===== config.mk =====
export PLATFORM = sky130hd
export DESIGN_NAME = response_frame_checker_xor_core
export DESIGN_NICKNAME = d
export VERILOG_FILES = /design/src/rtl/rfc_pkg.sv /design/src/rtl/response_frame_checker_xor_core.sv /design/src/rtl/rfc_frame.sv /design/src/rtl/rfc_out_reg.sv
export SDC_FILE = /design/constraint.sdc
export NUM_CORES = 1
export LEC_CHECK = 0
export BUFFER_PORTS_ARGS = -buffer_cell sky130_fd_sc_hd__buf_2
export CORE_UTILIZATION = 60
export DETAILED_ROUTE_END_ITERATION = 16
export HOLD_SLACK_MARGIN = 0.02
export PLACE_DENSITY = 0.82
export SLEW_MARGIN = 20
export SYNTH_ARGS = -nofsm -noshare
export SYNTH_HDL_FRONTEND = slang
export SYNTH_SLANG_ARGS = --single-unit
export TNS_END_PERCENT = 10

===== constraint.sdc =====
create_clock -name clk -period 5.55 [get_ports clk]
set_input_delay 0.8325 -clock clk [delete_from_list [all_inputs] [get_ports clk]]
set_output_delay 0.8325 -clock clk [all_outputs]
set_load 0.1 [all_outputs]

===== src/rtl/rfc_pkg.sv =====
// Shared types and constants for the response frame checker.
package rfc_pkg;

	localparam int POS_W = 17;

	localparam logic [23:0] HEADER_WORD  = 24'h55FCAA;
	localparam logic [7:0]  STATE_OK     = 8'h01;
	localparam logic [15:0] LEN_OVERHEAD = 16'd5;
	localparam logic [15:0] LEN_MIN      = 16'd6;

	localparam logic [7:0] CMD_RESET = 8'hA0;
	localparam logic [7:0] VER_RESET = 8'h01;

	// config register indexes
	localparam logic CFG_COMMAND = 1'b0;
	localparam logic CFG_VERSION = 1'b1;

	// input word kinds
	localparam logic ACT_BYTE    = 1'b0;
	localparam logic ACT_TIMEOUT = 1'b1;

	// result word kinds
	localparam logic KIND_PAYLOAD = 1'b0;
	localparam logic KIND_STATUS  = 1'b1;

	typedef enum logic [2:0] {
		ST_OK       = 3'd0,
		ST_VERSION  = 3'd1,
		ST_COMMAND  = 3'd2,
		ST_HEADER   = 3'd3,
		ST_LENGTH   = 3'd4,
		ST_CHECKSUM = 3'd5,
		ST_STATE    = 3'd6,
		ST_TIMEOUT  = 3'd7
	} status_t;

	typedef struct packed {
		logic        kind;
		logic [7:0]  data_byte;
		logic [15:0] byte_index;
		status_t     status;
		logic [15:0] payload_length;
		logic        last;
	} result_t;

endpackage


===== src/rtl/response_frame_checker_xor_core.sv =====
// Top level of the response frame checker with XOR checksum.
//
// Channel   Dir  Fields (low bit first)
// s_*       in   tdata: rx_byte[7:0]; tuser: action (1 = timeout)
// m_*       out  tdata: data_byte, byte_index, status, payload_length, pad;
//                tuser: kind (1 = status); tlast: last
// cfg_*     in   cfg_index 0 = expected_command, 1 = expected_version
//
// One word per cycle sustained while m_tready stays high. A word is held
// in the input register, is checked against the frame state in one pass,
// and its result (if any) lands in the output register.
// The input register keeps taking words while a result waits downstream;
// a stall on m_tready backs up into s_tready only once both registers
// are full. Reset clears frame state and loads the register defaults
// (command 0xA0, version 0x01).
module response_frame_checker_xor_core import rfc_pkg::*; (
	input  logic        clk,
	input  logic        arst_n,
	// input words
	input  logic        s_tvalid,
	output logic        s_tready,
	input  logic [7:0]  s_tdata,   // [7:0] rx_byte
	input  logic        s_tuser,   // [0] action
	// result words
	output logic        m_tvalid,
	input  logic        m_tready,
	output logic [47:0] m_tdata,   // [7:0] data_byte, [23:8] byte_index,
	                               // [26:24] status, [42:27] payload_length
	output logic        m_tuser,   // [0] kind
	output logic        m_tlast,
	// configuration
	input  logic        cfg_we,
	input  logic        cfg_index,
	input  logic [7:0]  cfg_data
);

	logic [7:0] exp_cmd_q;
	logic [7:0] exp_ver_q;

	// input register
	logic       valid_s1;
	logic       action_s1;
	logic [7:0] byte_s1;

	logic    can_take;
	logic    step;
	logic    res_valid;
	result_t res;
	result_t out;

	always_ff @(posedge clk or negedge arst_n) begin
		if (!arst_n) begin
			exp_cmd_q <= CMD_RESET;
			exp_ver_q <= VER_RESET;
		end else if (cfg_we) begin
			case (cfg_index)
				CFG_COMMAND: exp_cmd_q <= cfg_data;
				CFG_VERSION: exp_ver_q <= cfg_data;
				default: ;
			endcase
		end
	end

	// a held word moves on whenever the result register has room
	assign step     = valid_s1 && can_take;
	assign s_tready = !valid_s1 || can_take;

	always_ff @(posedge clk or negedge arst_n) begin
		if (!arst_n) begin
			valid_s1 <= 1'b0;
		end else if (s_tready) begin
			valid_s1 <= s_tvalid;
		end
	end

	always_ff @(posedge clk) begin
		if (s_tready && s_tvalid) begin
			action_s1 <= s_tuser;
			byte_s1   <= s_tdata;
		end
	end

	rfc_frame u_frame (
		.clk              (clk),
		.arst_n           (arst_n),
		.step             (step),
		.action           (action_s1),
		.rx_byte          (byte_s1),
		.expected_command (exp_cmd_q),
		.expected_version (exp_ver_q),
		.res_valid        (res_valid),
		.res              (res)
	);

	rfc_out_reg u_out (
		.clk       (clk),
		.arst_n    (arst_n),
		.load      (step && res_valid),
		.din       (res),
		.can_take  (can_take),
		.out_ready (m_tready),
		.out_valid (m_tvalid),
		.dout      (out)
	);

	assign m_tdata = {5'd0, out.payload_length, out.status, out.byte_index, out.data_byte};
	assign m_tuser = out.kind;
	assign m_tlast = out.last;

	// status results always close the frame, payload results never do
	a_last_kind: assert property (@(posedge clk) disable iff (!arst_n)
		m_tvalid |-> (m_tlast == m_tuser))
		else $error("tlast disagrees with result kind");

	a_payload_ok: assert property (@(posedge clk) disable iff (!arst_n)
		(m_tvalid && m_tuser == KIND_PAYLOAD) |-> (out.status == ST_OK))
		else $error("payload word carries a nonzero status");

	a_timeout: assert property (@(posedge clk) disable iff (!arst_n)
		(step && action_s1 == ACT_TIMEOUT) |=>
			(m_tvalid && out.status == ST_TIMEOUT && m_tlast))
		else $error("timeout did not produce a timeout status");

	a_no_over: assert property (@(posedge clk) disable iff (!arst_n)
		(m_tvalid && !m_tready) |-> !(step && res_valid))
		else $error("result register overwritten while stalled");

endmodule


===== src/rtl/rfc_frame.sv =====
// Frame tracking state and per-byte checks.
module rfc_frame import rfc_pkg::*; (
	input  logic          clk,
	input  logic          arst_n,
	input  logic          step,
	input  logic          action,
	input  logic [7:0]    rx_byte,
	input  logic [7:0]    expected_command,
	input  logic [7:0]    expected_version,
	output logic          res_valid,
	output result_t       res
);

	logic [POS_W-1:0] pos_q, pos_d;
	logic [15:0]      len_q, len_d;
	logic [7:0]       xor_q, xor_d;
	logic [23:0]      hdr_q, hdr_d;
	logic [7:0]       ver_q, ver_d;
	logic [7:0]       cmd_q, cmd_d;
	logic [7:0]       code_q, code_d;

	logic [15:0]      plen;
	logic [POS_W-1:0] pos_end;
	logic [POS_W-1:0] idx_full;
	logic [7:0]       xor_new;

	assign plen     = len_q - LEN_OVERHEAD;
	assign pos_end  = {1'b0, len_q} + POS_W'(2);
	assign idx_full = pos_q - POS_W'(7);
	assign xor_new  = xor_q ^ rx_byte;

	always_comb begin
		pos_d  = pos_q;
		len_d  = len_q;
		xor_d  = xor_q;
		hdr_d  = hdr_q;
		ver_d  = ver_q;
		cmd_d  = cmd_q;
		code_d = code_q;
		res_valid = 1'b0;
		res = '{kind: KIND_PAYLOAD, data_byte: 8'd0, byte_index: 16'd0,
			status: ST_OK, payload_length: 16'd0, last: 1'b0};

		if (action == ACT_TIMEOUT) begin
			res_valid = 1'b1;
			res.kind  = KIND_STATUS;
			res.status = ST_TIMEOUT;
			res.last  = 1'b1;
			pos_d = '0;
			xor_d = 8'd0;
		end else if (pos_q < POS_W'(7)) begin
			if (pos_q < POS_W'(3))
				hdr_d = {hdr_q[15:0], rx_byte};
			else if (pos_q < POS_W'(5))
				len_d = {len_q[7:0], rx_byte};
			else if (pos_q == POS_W'(5))
				ver_d = rx_byte;
			else
				cmd_d = rx_byte;
			xor_d = xor_new;
			pos_d = pos_q + POS_W'(1);
		end else if (pos_q == POS_W'(7)) begin
			code_d = rx_byte;
			xor_d  = xor_new;
			res_valid = 1'b1;
			if (ver_q != expected_version || cmd_q != expected_command ||
			    hdr_q != HEADER_WORD || len_q < LEN_MIN) begin
				res.kind = KIND_STATUS;
				res.last = 1'b1;
				// first failing check wins
				if (ver_q != expected_version)
					res.status = ST_VERSION;
				else if (cmd_q != expected_command)
					res.status = ST_COMMAND;
				else if (hdr_q != HEADER_WORD)
					res.status = ST_HEADER;
				else
					res.status = ST_LENGTH;
				pos_d = '0;
				xor_d = 8'd0;
			end else begin
				res.data_byte = rx_byte;
				res.payload_length = plen;
				pos_d = POS_W'(8);
			end
		end else if (pos_q < pos_end) begin
			xor_d = xor_new;
			pos_d = pos_q + POS_W'(1);
			res_valid = 1'b1;
			res.data_byte  = rx_byte;
			res.byte_index = idx_full[15:0];
			res.payload_length = plen;
		end else begin
			// checksum byte closes the frame
			res_valid = 1'b1;
			res.kind  = KIND_STATUS;
			res.last  = 1'b1;
			res.payload_length = plen;
			if (xor_q != rx_byte)
				res.status = ST_CHECKSUM;
			else if (code_q != STATE_OK)
				res.status = ST_STATE;
			else
				res.status = ST_OK;
			pos_d = '0;
			xor_d = 8'd0;
		end
	end

	always_ff @(posedge clk or negedge arst_n) begin
		if (!arst_n) begin
			pos_q  <= '0;
			len_q  <= 16'd0;
			xor_q  <= 8'd0;
			hdr_q  <= 24'd0;
			ver_q  <= 8'd0;
			cmd_q  <= 8'd0;
			code_q <= 8'd0;
		end else if (step) begin
			pos_q  <= pos_d;
			len_q  <= len_d;
			xor_q  <= xor_d;
			hdr_q  <= hdr_d;
			ver_q  <= ver_d;
			cmd_q  <= cmd_d;
			code_q <= code_d;
		end
	end

endmodule


===== src/rtl/rfc_out_reg.sv =====
// Result register toward the downstream side.
module rfc_out_reg import rfc_pkg::*; (
	input  logic    clk,
	input  logic    arst_n,
	input  logic    load,
	input  result_t din,
	output logic    can_take,
	input  logic    out_ready,
	output logic    out_valid,
	output result_t dout
);

	logic    valid_q;
	result_t data_q;

	assign can_take  = !valid_q || out_ready;
	assign out_valid = valid_q;
	assign dout      = data_q;

	always_ff @(posedge clk or negedge arst_n) begin
		if (!arst_n) begin
			valid_q <= 1'b0;
		end else if (load) begin
			valid_q <= 1'b1;
		end else if (out_ready) begin
			valid_q <= 1'b0;
		end
	end

	always_ff @(posedge clk) begin
		if (load) begin
			data_q <= din;
		end
	end

endmodule


==> Word-level counts from Yosys, hierarchy flattened <==
Cells that the tools add are included.
{ "op_classes": {"n_lt_le_gt_ge": 5, "n_shift": 0, "add_sub_neg": 4, "bitwise_logic": 8, "mul": 0, "n_div": 0, "reduce_logical": 20, "n_eq_ne": 7, "muxes": 30} }
{ "ops": {"columns": ["op", "n"], "rows": [
  ["$mux 17", 4],
  ["$mux 8", 6],
  ["$mux 45", 1],
  ["$eq 17x3->1 const B", 2],
  ["$lt 17x3->1 const B", 2],
  ["$mux 16", 2],
  ["$sub 16x3->16 const B", 2],
  ["$mux 24", 1],
  ["$ne 24x23->1 const B", 1],
  ["$ne 8x8->1", 3],
  ["$mux 3", 7],
  ["$mux 20", 1],
  ["$add 16x2->17 const B", 1],
  ["$add 17x1->17 const B", 1],
  ["$lt 17x17->1", 1],
  ["$lt 17x2->1 const B", 1],
  ["$lt 16x3->1 const B", 1],
  ["$reduce_and 6->1", 2],
  ["$mux 9", 1],
  ["$ne 8x1->1 const B", 1],
  ["$reduce_and 4->1", 2],
  ["$xor 8x8->8", 1],
  ["$not 1->1", 7],
  ["$mux 1", 6],
  ["other kinds (9)", 17]
]} }
{ "totals": {"mem_bits_rw": 0, "reg_bits": 161, "romBits": 0, "latch_bits": 0, "out_inout_bits": 52, "mem_count": 0} }

==> Logic depth before layout (Yosys ltp) <==
{ "depth": {"ltp_word": 8, "depth_mapped": 15, "ltp_nobuf": 14} }

==> Modules after synthesis <==
Synthesis repeated with hierarchy kept, for this count alone.
{ "unflattened": {"hier_cells": 720, "hier_area_um2": 8299.2} }
{ "by_module_without_submodules": {"columns": ["mod", "area_each_um2", "seq_area_each_um2", "cells_per_inst", "n_inst"], "rows": [
  ["rfc_frame", 5886.9, 2227.1, 616, 1],
  ["rfc_out_reg", 1398.8, 1376.3, 48, 1],
  ["response_frame_checker_xor_core", 1013.5, 699.4, 56, 1]
]} }

==> Worst setup path after synthesis <==
OpenSTA, ideal clock, no wires.
{ "synth_path": {"path_type": "register to register", "startpoint": "register u_frame.pos_q[0]", "endpoint": "register u_frame.pos_q[9]", "slack_ns": 1.548, "required_time_ns": 5.410, "setup_ns": 0.140, "stages_incl_launch_ff": 9, "t_arrival_ns": 3.862, "cell_sequence": "dfrtp_1 clkbuf_1 nand3_1 nand2_1 nor3_1 nor2_1 o21ai_2 o311ai_0 o41ai_1"} }
{ "synth_via": {"elab_chain_len": 5, "elab_cells_between_ends": 8} }
{ "synth_lines": {"columns": ["element", "line_no", "text"], "rows": [
  ["start: declaration", "rfc_frame.sv:14", "logic [POS_W-1:0] pos_q, pos_d;"],
  ["start signal: assignment", "rfc_frame.sv:120", "pos_q <= pos_d;"],
  ["$add 17x1->17 / $lt 17x17->1 (equally long branches)", "rfc_frame.sv:61, rfc_frame.sv:88, rfc_frame.sv:86", null],
  ["$mux 17", "rfc_frame.sv:86", "end else if (pos_q < pos_end) begin"],
  ["$mux 17", "rfc_frame.sv:62", "end else if (pos_q == POS_W'(7)) begin"],
  ["$mux 17 *", "rfc_frame.sv:51", "end else if (pos_q < POS_W'(7)) begin"],
  ["$mux 17 *", "rfc_frame.sv:44", "if (action == ACT_TIMEOUT) begin"]
]} }
Every way passes the cells marked *; elsewhere a longest branch is shown, timed or not.
A chain may end at the register's enable or synchronous reset.

==> Worst setup path after layout <==
{ "layout_path": {"startpoint": "register u_frame.len_q[3]", "endpoint": "register u_out.data_q, in the netlist u_out.dout[37] (data pin)"} }
{ "layout_via": {"elab_chain_len": 4, "elab_cells_between_ends": 7} }
{ "layout_lines": {"columns": ["element", "line_no", "text"], "rows": [
  ["start: declaration", "rfc_frame.sv:15", "logic [15:0] len_q, len_d;"],
  ["start signal: assignment", "rfc_frame.sv:121", "len_q <= len_d;"],
  ["$add 16x2->17 / $lt 16x3->1 (equally long branches)", "rfc_frame.sv:28, rfc_frame.sv:67", null],
  ["$lt 17x17->1 / $logic_or 1x1->1 (equally long branches)", "rfc_frame.sv:86, rfc_frame.sv:67", null],
  ["$mux 24 / $mux 8 (equally long branches)", "rfc_frame.sv:86, rfc_frame.sv:66", null],
  ["$mux 9 *", "rfc_frame.sv:62", null],
  ["end signal: assignment", "rfc_out_reg.sv:32", "data_q <= din;"],
  ["end: declaration", "rfc_out_reg.sv:14", "result_t data_q;"]
]} }
Marked as above.

==> flow_metrics.env <==
export IMPL_status="finished, final reports clean"
export IMPL_rsz0062_at_grt="no"
export IMPL_postSynthCellCount=693
export IMPL_grt_pass1_wl_mm=27.3
export IMPL_wl_per_cell_um=18.0
export IMPL_arrival_ps=4230
export IMPL_core_mm2=0.0128
export IMPL_dp_hpwl_mm=11.7
export IMPL_netlist_top_cells_count="104 x dfrtp_1, 78 x mux2_2, 66 x nor2_1"
export IMPL_drt_iter0_drc=342
export IMPL_htree_num_levels=4
export IMPL_reg2regPathDepth=14
export IMPL_vdd_drop_max_uv=308
export IMPL_synth_area_mm2=0.00795
export IMPL_antenna_cells=0
export IMPL_post_route_util=0.701
export IMPL_crit_chain="and2_1 -> and4_1 -> nand3_1 -> nor2_1 -> nand3_1 -> xor2_1 -> ha_1 -> nand2_1 -> nor2_1 -> nand2_1 -> a21oi_1 -> nand4b_1 -> nand2_1 -> and2_1"
export IMPL_regArea_mm2=0.00427
export IMPL_antenna_found_initial=0
export IMPL_fillers=917
export IMPL_drive_above_1_share=0.260
export IMPL_die_area_mm2=0.0137
export IMPL_relSlewSlack=0.405
export IMPL_fp_dieW_um=117
export IMPL_hold_viol_final=0
export IMPL_cts_buffer_depth=2
export IMPL_period_minus_slack_ps=4040
export IMPL_cp_num_buf_inv=0
export IMPL_cp_common_cell="nand2_1"
export IMPL_grt_overflow=0
export IMPL_max_stage_delay_ps=640
export IMPL_initial_core_util=0.623
export IMPL_crit_slowest_cell="nand4b_1"
export IMPL_avgSynthCellArea_um2=11.5
export IMPL_tightest_slew_ps=891
export IMPL_hold_path_class="in -> async"
export IMPL_port_buffers=69
export IMPL_ioPinCount=75
export IMPL_viasPerCell=5.88
export IMPL_cts_made_buffers=17
export IMPL_insertion_delay_ps=430
export IMPL_drc_errors=0
export IMPL_fin_skew_ps=9.92
export IMPL_cellLeakagePower_uw=0.00378
export IMPL_p_per_area_mw_per_mm2=529
export IMPL_place_gp_congestion=0.893
export IMPL_ctsResizeCount=0
export IMPL_vias=5462
export IMPL_core_rowCount=41
export IMPL_cts_sinks=160
export IMPL_crit_fanout=18
export IMPL_path_delay_family="simple AND/OR/NAND/NOR gates"
export IMPL_tns_ps=0
export IMPL_setup_violations=0
export IMPL_first_global_vias=5487
export IMPL_grt_total_usage=0.268
export IMPL_clock_fmax_mhz=248
export IMPL_finalCritPeriodShare=0.727
export IMPL_ys_ff_latch=160
export IMPL_required_ps=5740
export IMPL_clk_pin_slew_worst_paths_ps=70
export IMPL_ys_types=56
export IMPL_synth_seq_area_share=0.537
export IMPL_synth_most_common_cell="dfrtp_1"
export IMPL_grt_max_degree=65
export IMPL_multiInputGateArea_mm2=0.00345
export IMPL_synth_yosys_warnings=0
export IMPL_async_reset_ff_frac=0.669
export IMPL_final_nets=788
export IMPL_end_kind="register"
export IMPL_yosys_area_top_type="dfrtp_1"
export IMPL_post_cts_buffers=0
export IMPL_cts_tree="yes"
export IMPL_antenna_left=0
export IMPL_holdWs_ps=396
export IMPL_cts_hold_buf=0
export IMPL_synth_top_area_share=0.327
export IMPL_cp_depth=14
export IMPL_drt_pass1_iter_count=5
export IMPL_yosys_top_cells_area="dfrtp_1 33%, edfxtp_1 20%, mux2_2 11%"
export IMPL_synth_edf_count=53
export IMPL_wirelength_mm=16.7
export IMPL_max_cap_violations=0
export IMPL_start_kind="register"
export IMPL_critPathKind="reg -> reg"
export IMPL_dieHeight_um=117
export IMPL_cts_root_buf="clkbuf_16"
export IMPL_maxSlewViolCount=0
export IMPL_syn2layout_area_growth_pct=12.6
export IMPL_synthFlopType="dfrtp_1"
## sequential cells by signal (all words and copies together), names as in the netlist
signal and flops:
u_out.dout 44, u_frame.hdr_q 24, u_frame.pos_q 17, u_frame.len_q 16
byte_s1 8, exp_cmd_q 8, exp_ver_q 8, u_frame.cmd_q 8
u_frame.code_q 8, u_frame.ver_q 8, u_frame.xor_q 8, action_s1 1
u_out.out_valid 1, valid_s1 1
## final cells by class
type / instances / share of cell area
multi-input combinational: 480 / 0.385
inverter: 12 / 0.00503
clock buffer: 18 / 0.0503
sequential: 160 / 0.477
tap: 172 / 0.0240
clock inverter: 14 / 0.0134
timing repair buffer: 73 / 0.0449
## path summary, 6_finish.rpt
kind / start / to / slack [ps]
min reg2reg: u_frame.hdr_q[16] / u_frame.hdr_q[16] / 510
max: u_frame.len_q[3] / u_out.dout[37] / 1510
min: arst_n / u_frame.pos_q[10] / 400
min in group clk: u_frame.hdr_q[16] / u_frame.hdr_q[16] / 510
max in group asynchronous: arst_n / exp_ver_q[2] / 3960
max reg2reg: u_frame.len_q[3] / u_out.dout[37] / 1510
## worst register-to-register path, cell delays in order (launching register included)
cell and delay (ps):
dfrtp_1 510, and2_1 230, and4_1 270, nand3_1 90, nor2_1 230, nand3_1 150
xor2_1 170, ha_1 290, nand2_1 50, nor2_1 120, nand2_1 70, a21oi_1 390
nand4b_1 640, nand2_1 320, and2_1 270
## kinds of logic after synthesis
| group | Yosys count | share of synthesized area |
|---|---|---|
| XOR/XNOR | 65 | 0.0716 |
| buffers and inverters | 57 | 0.0322 |
| AND/OR/NAND/NOR | 233 | 0.151 |
| other | 1 | 0.000471 |
| multiplexers | 79 | 0.112 |
| flip-flops | 160 | 0.537 |
| AO/OA/AOI/OAI | 77 | 0.0623 |
| adder cells (fa/ha/maj) | 21 | 0.0330 |
## report_power, final
part / switching [µW] / internal, µW / leakage (µW)
clock network: 512 / 615 / 0.000284
logic: 1050 / 625 / 0.00163
registers: 343 / 1590 / 0.00186
## stage by stage
stage	total power, µW	area (µm²)	cells	setup slack [ps]
5_1_grt	4960	8950	929	1220
3_3_place_gp	3510	8340	895	1740
6_report	4740	8950	929	1510
3_5_place_dp	3600	8370	896	1550
4_1_cts	4740	8940	928	1540
2_1_floorplan	3250	7970	697	1550
## cell usage in the layout (no fill, tap or decap), types with 3 or more instances in the layout
| cell type | synthesis | layout |
|---|---|---|
| a21oi_1 | 20 | 20 |
| and2_1 | 13 | 13 |
| and3_1 | 4 | 4 |
| buf_2 | 6 | 68 |
| buf_4 | 7 | 3 |
| clkbuf_16 | 0 | 18 |
| clkinv_2 | 0 | 3 |
| conb_1 | 1 | 5 |
| dfrtp_1 | 104 | 104 |
| dfstp_2 | 3 | 3 |
| edfxtp_1 | 53 | 53 |
| ha_1 | 21 | 21 |
| inv_1 | 12 | 12 |
| inv_6 | 0 | 4 |
| inv_8 | 0 | 4 |
| mux2_2 | 78 | 78 |
| nand2_1 | 42 | 42 |
| nand2b_1 | 14 | 14 |
| nand3_1 | 23 | 23 |
| nand4_1 | 11 | 11 |
| nor2_1 | 66 | 65 |
| nor2b_1 | 6 | 6 |
| nor3_1 | 15 | 15 |
| nor4_1 | 7 | 7 |
| nor4bb_1 | 3 | 3 |
| o211ai_1 | 4 | 4 |
| o21ai_0 | 24 | 24 |
| o221ai_1 | 8 | 8 |
| o31ai_1 | 6 | 6 |
| or2_2 | 4 | 4 |
| or3_1 | 9 | 9 |
| or4_1 | 4 | 4 |
| xnor2_1 | 47 | 47 |
| xor2_1 | 18 | 18 |
## per-layer routing
| metal | GRT usage | part of all wire |
|---|---|---|
| met5 | 0 | 0 |
| met4 | 0.110 | 0.021 |
| met2 | 0.461 | 0.52 |
| met1 | 0.331 | 0.42 |
| met3 | 0.0572 | 0.040 |
No activity file was read; power rests on OpenSTA's default activity.
